## src/rtl/hca_pkg.sv

```systemverilog
// Shared constants and types of the haptic channel analyzer.
// No dependencies; used by every module of the block.
`timescale 1ns / 1ps
`default_nettype none

package hca_pkg;

   localparam int STATE_FRAC_BITS_DEF = 16;
   localparam int ACC_WIDTH_DEF       = 48;
   localparam int SPLIT_LO            = 20;
   localparam int OUT_ACC_W           = 48;
   localparam int CNT_W               = 16;
   localparam int SAMPLE_W            = 16;
   localparam int HYST_W              = 15;
   // low part is 18 bits signed, high part 19 bits, so squares fit 38 bits
   localparam int LOW_W               = 18;
   localparam int HIGH_W              = 19;
   localparam int SQ_W                = 2 * HIGH_W;

   localparam logic [HYST_W-1:0] HYST_RESET = 15'd64;

   // Q2.30 coefficients, feedback terms negated
   localparam logic signed [31:0] COEF_B0  = 32'sd29221;
   localparam logic signed [31:0] COEF_B1  = 32'sd58441;
   localparam logic signed [31:0] COEF_NA1 = 32'sd2131582238;
   localparam logic signed [31:0] COEF_NA2 = -32'sd1057957296;

   localparam logic CSR_SPLIT_MODE = 1'b0;
   localparam logic CSR_HYST       = 1'b1;

   localparam logic REQ_FRAME = 1'b0;
   localparam logic REQ_TICK  = 1'b1;

   // what the registered product feeds
   localparam logic [2:0] KIND_B   = 3'd0;
   localparam logic [2:0] KIND_AL  = 3'd1;
   localparam logic [2:0] KIND_AH  = 3'd2;
   localparam logic [2:0] KIND_SQX = 3'd3;
   localparam logic [2:0] KIND_SQL = 3'd4;
   localparam logic [2:0] KIND_SQH = 3'd5;

   typedef struct packed {
      logic start;
      logic clear;
   } lane_ctrl_type;

endpackage

`default_nettype wire

```

## src/rtl/hca_lane.sv

```systemverilog
// One channel lane: biquad low-pass on a shared multiplier, split energies,
// activity and hysteresis crossing counts. Depends on hca_pkg.
`timescale 1ns / 1ps
`default_nettype none

module hca_lane #(
   parameter int STATE_FRAC_BITS = 16,
   parameter int ACC_WIDTH       = 48
) (
   input  logic                          clock,
   input  logic                          reset,
   input  hca_pkg::lane_ctrl_type        ctrl,
   input  logic signed [hca_pkg::SAMPLE_W-1:0] sample,
   input  logic                          split_mode,
   input  logic [hca_pkg::HYST_W-1:0]    hysteresis,
   output logic                          done,
   output logic [ACC_WIDTH-1:0]          energy,
   output logic [ACC_WIDTH-1:0]          low_energy,
   output logic [ACC_WIDTH-1:0]          high_energy,
   output logic [hca_pkg::CNT_W-1:0]     crossings,
   output logic [hca_pkg::CNT_W-1:0]     active
);
   import hca_pkg::*;

   localparam int YBITS = 18 + STATE_FRAC_BITS;
   localparam int YHW   = YBITS - SPLIT_LO;
   localparam int OPW   = (YHW > 21) ? YHW : 21;
   localparam int PW    = 32 + OPW;
   localparam int AW    = YBITS + 34;

   localparam logic [3:0] ST_B0   = 4'd0;
   localparam logic [3:0] ST_B1   = 4'd1;
   localparam logic [3:0] ST_A1L  = 4'd2;
   localparam logic [3:0] ST_A2L  = 4'd3;
   localparam logic [3:0] ST_A1H  = 4'd4;
   localparam logic [3:0] ST_A2H  = 4'd5;
   localparam logic [3:0] ST_ACC  = 4'd6;
   localparam logic [3:0] ST_Y    = 4'd7;
   localparam logic [3:0] ST_SPL  = 4'd8;
   localparam logic [3:0] ST_SQX  = 4'd9;
   localparam logic [3:0] ST_SQL  = 4'd10;
   localparam logic [3:0] ST_SQH  = 4'd11;
   localparam logic [3:0] ST_LAST = 4'd12;

   localparam logic signed [AW-1:0] YMAX = {{(AW-YBITS+1){1'b0}}, {(YBITS-1){1'b1}}};
   localparam logic signed [AW-1:0] YMIN = ~YMAX;
   localparam logic signed [AW-1:0] RND  = AW'(64'd1 << 29);
   localparam logic [ACC_WIDTH-1:0] ACC_MAX = '1;
   localparam logic [CNT_W-1:0]     CNT_MAX = '1;

   logic                      run_ff;
   logic [3:0]                step_ff;
   logic signed [SAMPLE_W-1:0] x_ff, x1_ff, x2_ff;
   logic signed [YBITS-1:0]   y_ff, y1_ff, y2_ff, y_in;
   logic signed [AW-1:0]      acc_ff, acc_sh;
   logic signed [PW-1:0]      prod_ff, prod_in;
   logic [2:0]                kind_ff, kind_in;
   logic                      pvld_ff, mul_en;
   logic signed [31:0]        coef;
   logic signed [OPW-1:0]     op;
   logic signed [LOW_W-1:0]   lo_ff;
   logic signed [HIGH_W-1:0]  hi_ff;
   logic signed [YBITS-1:0]   lo_q;
   logic signed [YBITS:0]     hnum, hi_q;
   logic [ACC_WIDTH-1:0]      en_ff, le_ff, he_ff, tgt;
   logic [ACC_WIDTH:0]        sum_wide;
   logic [ACC_WIDTH-1:0]      sum_sat;
   logic [CNT_W-1:0]          cross_ff, act_ff;
   logic                      pos_ff;
   logic signed [HIGH_W:0]    v, h;
   logic                      above, below;

   // operand select for the shared multiplier
   always_comb begin
      coef    = '0;
      op      = '0;
      mul_en  = 1'b0;
      kind_in = KIND_B;
      case (step_ff)
         ST_B0: begin
            coef = COEF_B0; op = OPW'(x_ff) + OPW'(x2_ff); mul_en = 1'b1; kind_in = KIND_B;
         end
         ST_B1: begin
            coef = COEF_B1; op = OPW'(x1_ff); mul_en = 1'b1; kind_in = KIND_B;
         end
         ST_A1L: begin
            coef = COEF_NA1; op = OPW'({1'b0, y1_ff[SPLIT_LO-1:0]});
            mul_en = 1'b1; kind_in = KIND_AL;
         end
         ST_A2L: begin
            coef = COEF_NA2; op = OPW'({1'b0, y2_ff[SPLIT_LO-1:0]});
            mul_en = 1'b1; kind_in = KIND_AL;
         end
         ST_A1H: begin
            coef = COEF_NA1; op = OPW'(y1_ff >>> SPLIT_LO); mul_en = 1'b1; kind_in = KIND_AH;
         end
         ST_A2H: begin
            coef = COEF_NA2; op = OPW'(y2_ff >>> SPLIT_LO); mul_en = 1'b1; kind_in = KIND_AH;
         end
         ST_SQX: begin
            coef = 32'(x_ff); op = OPW'(x_ff); mul_en = 1'b1; kind_in = KIND_SQX;
         end
         ST_SQL: begin
            coef = 32'(lo_ff); op = OPW'(lo_ff); mul_en = 1'b1; kind_in = KIND_SQL;
         end
         ST_SQH: begin
            coef = 32'(hi_ff); op = OPW'(hi_ff); mul_en = 1'b1; kind_in = KIND_SQH;
         end
         default: begin
            mul_en = 1'b0;
         end
      endcase
   end

   assign prod_in = PW'(coef) * PW'(op);

   // output of the filter: round already folded into acc, floor shift, saturate
   assign acc_sh = acc_ff >>> 30;
   always_comb begin
      if (acc_sh > YMAX)
         y_in = YMAX[YBITS-1:0];
      else if (acc_sh < YMIN)
         y_in = YMIN[YBITS-1:0];
      else
         y_in = acc_sh[YBITS-1:0];
   end

   // divide by 2^F, truncating toward zero
   assign lo_q = (y_ff >>> STATE_FRAC_BITS)
                 + YBITS'(y_ff[YBITS-1] && (|y_ff[STATE_FRAC_BITS-1:0]));
   assign hnum = ((YBITS+1)'(x_ff) <<< STATE_FRAC_BITS) - (YBITS+1)'(y_ff);
   assign hi_q = (hnum >>> STATE_FRAC_BITS)
                 + (YBITS+1)'(hnum[YBITS] && (|hnum[STATE_FRAC_BITS-1:0]));

   // energy target and saturating add
   always_comb begin
      case (kind_ff)
         KIND_SQX: tgt = en_ff;
         KIND_SQL: tgt = le_ff;
         default:  tgt = he_ff;
      endcase
   end
   assign sum_wide = {1'b0, tgt} + (ACC_WIDTH+1)'(prod_ff[SQ_W-1:0]);
   assign sum_sat  = sum_wide[ACC_WIDTH] ? ACC_MAX : sum_wide[ACC_WIDTH-1:0];

   // hysteresis decision
   assign v     = split_mode ? (HIGH_W+1)'(hi_ff) : (HIGH_W+1)'(x_ff);
   assign h     = (HIGH_W+1)'({1'b0, hysteresis});
   assign above = v > h;
   assign below = v < -h;

   always_ff @(posedge clock) begin
      if (reset) begin
         run_ff   <= 1'b0;
         step_ff  <= ST_B0;
         pvld_ff  <= 1'b0;
         x1_ff    <= '0;
         x2_ff    <= '0;
         y1_ff    <= '0;
         y2_ff    <= '0;
         en_ff    <= '0;
         le_ff    <= '0;
         he_ff    <= '0;
         cross_ff <= '0;
         act_ff   <= '0;
         pos_ff   <= 1'b1;
      end else begin
         pvld_ff <= run_ff && mul_en;
         if (ctrl.start) begin
            run_ff  <= 1'b1;
            step_ff <= ST_B0;
         end else if (run_ff) begin
            if (step_ff == ST_LAST) begin
               run_ff  <= 1'b0;
               step_ff <= ST_B0;
            end else begin
               step_ff <= step_ff + 4'd1;
            end
         end
         if (run_ff && step_ff == ST_Y) begin
            x2_ff <= x1_ff;
            x1_ff <= x_ff;
            y2_ff <= y1_ff;
            y1_ff <= y_in;
         end
         if (ctrl.clear) begin
            en_ff    <= '0;
            le_ff    <= '0;
            he_ff    <= '0;
            cross_ff <= '0;
            act_ff   <= '0;
         end else begin
            if (pvld_ff) begin
               case (kind_ff)
                  KIND_SQX: en_ff <= sum_sat;
                  KIND_SQL: le_ff <= sum_sat;
                  KIND_SQH: he_ff <= sum_sat;
                  default: ;
               endcase
            end
            if (run_ff && step_ff == ST_SQX) begin
               if ((above || below) && act_ff != CNT_MAX)
                  act_ff <= act_ff + 1'b1;
               if ((pos_ff && below) || (!pos_ff && above)) begin
                  pos_ff <= !pos_ff;
                  if (cross_ff != CNT_MAX)
                     cross_ff <= cross_ff + 1'b1;
               end
            end
         end
      end
   end

   // datapath registers
   always_ff @(posedge clock) begin
      if (ctrl.start) begin
         x_ff   <= sample;
         acc_ff <= RND;
      end else if (pvld_ff) begin
         case (kind_ff)
            KIND_B:  acc_ff <= acc_ff + (AW'(prod_ff) <<< STATE_FRAC_BITS);
            KIND_AL: acc_ff <= acc_ff + AW'(prod_ff);
            KIND_AH: acc_ff <= acc_ff + (AW'(prod_ff) <<< SPLIT_LO);
            default: ;
         endcase
      end
      if (mul_en) begin
         prod_ff <= prod_in;
         kind_ff <= kind_in;
      end
      if (run_ff && step_ff == ST_Y)
         y_ff <= y_in;
      if (run_ff && step_ff == ST_SPL) begin
         lo_ff <= LOW_W'(lo_q);
         hi_ff <= HIGH_W'(hi_q);
      end
   end

   assign done        = run_ff && step_ff == ST_LAST;
   assign energy      = en_ff;
   assign low_energy  = le_ff;
   assign high_energy = he_ff;
   assign crossings   = cross_ff;
   assign active      = act_ff;

endmodule

`default_nettype wire

```

## config.mk

```make
export PLATFORM = sky130hd
export DESIGN_NAME = hca_lane
export DESIGN_NICKNAME = d
export VERILOG_FILES = /design/src/rtl/hca_pkg.sv /design/src/rtl/hca_lane.sv
export SDC_FILE = /design/constraint.sdc
export NUM_CORES = 2
export LEC_CHECK = 0
export BUFFER_PORTS_ARGS = -buffer_cell sky130_fd_sc_hd__buf_2
export CAP_MARGIN = 20
export CORE_MARGIN = 5
export CORE_UTILIZATION = 40
export CTS_CLUSTER_DIAMETER = 80
export CTS_CLUSTER_SIZE = 24
export DETAILED_ROUTE_END_ITERATION = 16
export PLACE_DENSITY = 0.54
export SYNTH_ARGS = -nofsm -noshare
export SYNTH_HDL_FRONTEND = slang
export SYNTH_SLANG_ARGS = --single-unit
```

## constraint.sdc

```tcl
create_clock -name clock -period 11.6 [get_ports clock]
set_input_delay 2.32 -clock clock [delete_from_list [all_inputs] [get_ports clock]]
set_output_delay 2.32 -clock clock [all_outputs]
set_load 0.01 [all_outputs]
```

# After elaboration in Yosys (flattened, before gate mapping)
# Index checks and enable logic that the tools add are counted.
# totals
reg_bits	494
in_bits	36
output_inout_bits	177
wordCells	102
# classes
addsub	12
multipliers	1
magnitude_cmp	4
eq_ne	18
mux	14
n_bitwise	1
n_reduce_logical	32
# op_table
operator	count
$pmux 32 s7	1
$pmux 68 s3	1
$pmux 21 s9	1
$add 68x68->68	2
$pmux 48 s2	1
$add 68x53->68	1
$mux 34	2
$mul 32x21->53	1
$add 48x38->49	1
$mux 48	1
$gt 38x34->1 const B	1
$lt 38x34->1 const B	1
$sub 32x34->35	1
$add 16x1->16 const B	2
$ne 16x16->1 const B	2
$reduce_or 16->1	2
$eq 4x4->1 const B	5
$gt 20x16->1	1
$lt 20x20->1	1
$mux 20	1
$neg 15->20	1
$add 19x1->19	1
$add 18x1->18	1
$add 16x16->17	1
21 further kinds	49

# Longest topological paths before layout
# depth
word_depth	5
mapped_depth	40

# Least setup slack after synthesis
# OpenSTA, ideal clock, no wires.
# synth_path
path_kind	reg-to-reg
start	register x_ff[0]
end	register prod_ff[51], data pin
arrival_ns	9.210
required_time_ns	11.338
slack_ns	2.127
stages_incl_launch_ff	39
n_path_buf	1
path_cell_list	edfxtp_1 -> ha_1 -> inv_1 -> fa_1 -> nor2b_1 -> o21a_1 -> o21ai_0 -> a21oi_1 -> o211ai_1 -> a31oi_1 -> a211oi_1 -> o21ai_0 -> and2_1 -> inv_1 -> a221oi_1 -> clkbuf_1 -> or2_2 -> fa_1 -> (+3 left out) -> fa_1 -> fa_1 -> fa_1 -> inv_1 -> fa_1 -> inv_1 -> ha_1 -> o21ai_0 -> a211oi_1 -> a31oi_1 -> o21a_1 -> nor3_1 -> a31o_2 -> a221o_1 -> nand3_1 -> o31a_1 -> a21oi_1 -> xor2_1
# synth_between
elab_chain_cells	3
# synth_lines
item	line_no	text
start, declared	hca_lane.sv:53	logic signed [SAMPLE_W-1:0] x_ff, x1_ff, x2_ff;
start signal, assigned	hca_lane.sv:217	x_ff <= sample;
$add 16x16->17	hca_lane.sv:81	coef = COEF_B0; op = OPW'(x_ff) + OPW'(x2_ff); mul_en = 1'b1; kind_in = KIND_B;
$pmux 21 s9	hca_lane.sv:79	case (step_ff)
$mul 32x21->53 (*)	hca_lane.sv:115	assign prod_in = PW'(coef) * PW'(op);
named net prod_in[51]	hca_lane.sv:56	logic signed [PW-1:0] prod_ff, prod_in;
end signal, assigned	hca_lane.sv:228	prod_ff <= prod_in;
end, declared	hca_lane.sv:56	
# Mark *: on every way through the listed nets, which the timed path passes. The rest lies on a longest branch.
# A chain may end at the register's enable or synchronous reset.

# Worst setup path after layout
# layout_path
start	register x_ff[0]
end	register prod_ff[52], data pin
# Same word-level chain as after synthesis.

==> metrics.md <==
| Metric | Value |
|---|---|
| Outcome | finished, final reports clean |
| Distinct cell type count after synthesis | 93 |
| Antenna violations before repair | 5 |
| Syn_nets | 7664 |
| GR Overflow Total | 0 |
| Cells after synthesis | 6577 |
| Share of the synthesized area in the top cell type | 0.2281 |
| Metal2 WL | 89.56 mm |
| CTS tree | done |
| Synthesis-stage register bit count | 494 |
| # IOs | 213 |
| Max-slew headroom | 0.2062 |
| Crit-path leading delay family | adder cells |
| Clock Latency Late Sink | 0.63 ns |
| Synth top area cells | fa_1 23%, dfxtp_1 13%, ha_1 9.3%, edfxtp_1 7.7%, nand2_1 5.9% |
| Maximum clock rate | 0.09277 GHz |
| Max stage delay on crit path | 0.82 ns |
| Pwr dens | 198.6 nW/um2 |
| CP startpoint | x_ff[0] |
| Tot GR Track Use | 0.2602 |
| Die height | 383.8 um |
| DRT met1 WL | 87.09 mm |
| Critical path arrival | 11.15 ns |
| Core Rows | 137 |
| Power Total | 11970 uW |
| First-pass detailed-route iteration total | 6 |
| Routability cong. | 0.9302 |
| CTS H-tree depth | 2 |
| Async set-reset flop share out of synthesis | 0 |
| Crit share post-route | 0.9293 |
| Port Buffer Count | 212 |
| Setup WS pre-CTS | 0.8731 ns |
| Fin crit period | 10.78 ns |
| Final worst setup slack | 0.8205 ns |
| Inserted Clock Buffers | 36 |
| CP required | 11.97 ns |
| Global-route wire length before repair | 296.6 mm |
| Setup_tns | 0 ns |
| Post-synthesis sequential area ratio | 0.2025 |
| Ys Warns | 0 |
| Post_cts resized | 0 |
| Clk sinks | 494 |
| DRT iter0 DRCs | 4128 |
| Post-synth top cells | 880 x nand2_1, 803 x inv_1, 637 x fa_1 |
| Mapped cell area | 55900 um2 |
| Top Layer Used | met4 |
| Max rail drop VDD | 313.4 uV |
| Largest net degree at the start of global routing | 94 |
| Post-synth EDFFs | 143 |
| Min-Delay Path Class | flop to flop |
| Core area | 139200 um2 |
| Initial Util | 0.4016 |
| Most frequent cell after synthesis | nand2_1 |
| Die area | 147300 um2 |
| Buf+Inv Stages, Crit Path | 5 |
| HPWL after DPL | 157.3 mm |
| CP dominant cell by count | fa_1 |
| CP endpoint kind | flop |
| Die X | 383.8 um |
| Worst-path maximum fanout | 22 |
| Post-synth top area cell | fa_1 |
| Post-CTS Setup Bufs | 0 |
| Leak | 0.02784 uW |
| Slew Viols, Final | 0 |
| DRC Markers | 0 |
| Final setup violation count | 0 |
| Final Hold Vio Count | 0 |
| Layout cells sized above 1 | 0.07193 |
| CP startpoint kind | flop |
| Root Buffer | clkbuf_16 |
| Layout area overhead | 7.786% |
| Final WL | 195.5 mm |
| Slowest library cell on the worst path | a211o_1 |
| Clock Skew | 0.04202 ns |
| RSZ-0062 raised after global routing | false |
| Clk slew on worst S/H paths | 0.10 ns |
| Tightest Pin Transition | 1.191 ns |
| Synth Flop Type | dfxtp_1 |
| Max Cap Viol | 0 |
| Crit Path Category | flop to flop |
| Syn Area/Cell | 8.500 um2 |
| Nets | 7692 |
| WL/cell | 22.98 um |
| Hold_buf cts | 0 |
| Detail Route Antenna Nets | 0 |
| Worst R2R Start | x_ff[0] |
| Hold_sp | acc_ff[5] |
| Vias in the first global route | 47323 |
| Clock tree buffer depth | 3 |
| Met3 WL post-DR | 12.22 mm |
| Via/cell ratio | 5.661 |
| Routed via count | 48171 |
[layout make-up]
cell class | instances | area, um2
Fill cell | 13994 | 78930
Multi-Input combinational cell | 4963 | 40480
Clock inverter | 25 | 337.8
Inverter | 803 | 3017
Timing Repair Buffer | 307 | 1799
Sequential cell | 494 | 11320
Tap cell | 1876 | 2347
Antenna cell | 2 | 5.005
Clock buffer | 39 | 953.4
[worst paths after layout]
check	end	slack [ns]	cells after the start
max	prod_ff[52]	0.82	36
min	acc_ff[5]	0.46	2
max reg2reg	prod_ff[52]	0.82	36
min reg2reg	acc_ff[5]	0.46	2
[cell families (layout without fill, tap and decap cells)]
| family | count (synthesis) | after routing | share of synthesized area |
|---|---|---|---|
| AOI/OAI and AO/OA | 1537 | 1537 | 0.1810 |
| adders and majority gates | 1051 | 1051 | 0.3208 |
| buffers and inverters | 1120 | 1174 | 0.07576 |
| other | 0 | 2 | 0 |
| muxes | 54 | 54 | 0.009982 |
| DFF | 494 | 494 | 0.2025 |
| xor gates and xnor gates | 323 | 323 | 0.05112 |
| and+or+nand+nor | 1998 | 1998 | 0.1589 |
[cell usage in the layout (no fill, tap or decap), types with 17 or more instances in the layout]
| cell type | count |
|---|---|
| mux2i_1 | 40 |
| ha_1 | 414 |
| o211ai_1 | 36 |
| or3_1 | 34 |
| nand3_1 | 109 |
| and3_1 | 50 |
| o21ai_0 | 221 |
| nand2_1 | 879 |
| o31ai_1 | 17 |
| a21o_1 | 153 |
| fa_1 | 637 |
| a221oi_1 | 23 |
| o21a_1 | 67 |
| nor3_1 | 97 |
| a211oi_1 | 128 |
| edfxtp_1 | 143 |
| o22ai_1 | 38 |
| nor2_1 | 505 |
| a31oi_1 | 68 |
| o221ai_1 | 24 |
| buf_2 | 210 |
| a31o_2 | 24 |
| o21bai_1 | 33 |
| clkbuf_16 | 37 |
| nor2b_1 | 30 |
| a22oi_1 | 79 |
| nand2b_1 | 41 |
| dfxtp_1 | 351 |
| buf_4 | 95 |
| and2_1 | 81 |
| inv_1 | 802 |
| nand4_1 | 65 |
| xnor2_1 | 201 |
| xor2_1 | 120 |
| a21oi_1 | 459 |
[sequential cells by signal (all words and copies together) (netlist names), 18 cells and up]
signal and cells:
high_energy 48, acc_ff 68, low_energy 48, y_ff 34, y2_ff 34, hi_ff 19
y1_ff 34, prod_ff 53, lo_ff 18, energy 48
[power by group]
| group | internal (uW) | switching [uW] |
|---|---|---|
| sequential | 2120 | 393 |
| clock | 670 | 789 |
| combinational | 3020 | 4980 |
| total | 5810 | 6160 |
[per-layer routing]
layer  global-route usage  vias to the layer above
li1                     -                    22343
met1               0.3626                    24003
met2               0.4244                     1594
met3              0.03231                      231
met4              0.07758                        0
met5                    0                        -
[tightest hold or removal path: stages, from the launching register on]
cell and delay (ns):
dfxtp_1 0.32, nand2_1 0.05, a21oi_1 0.05
[through the flow]
| stage | cells | cell area (um2) | util | hold WS (ns) |
|---|---|---|---|---|
| final | 8509 | 60260 | 0.4329 | 0.4607 |
| after global routing | 8507 | 60250 | 0.4329 | 0.4813 |
| after CTS | 8505 | 60220 | 0.4326 | 0.4607 |
| after floorplan | 6577 | 55900 | - | 0.4357 |
| after detailed placement | 8441 | 58930 | 0.4233 | 0.4465 |
| after global placement | 8441 | 58930 | 0.4233 | 0.4421 |
Note: power is estimated with default switching activity, not from simulation.
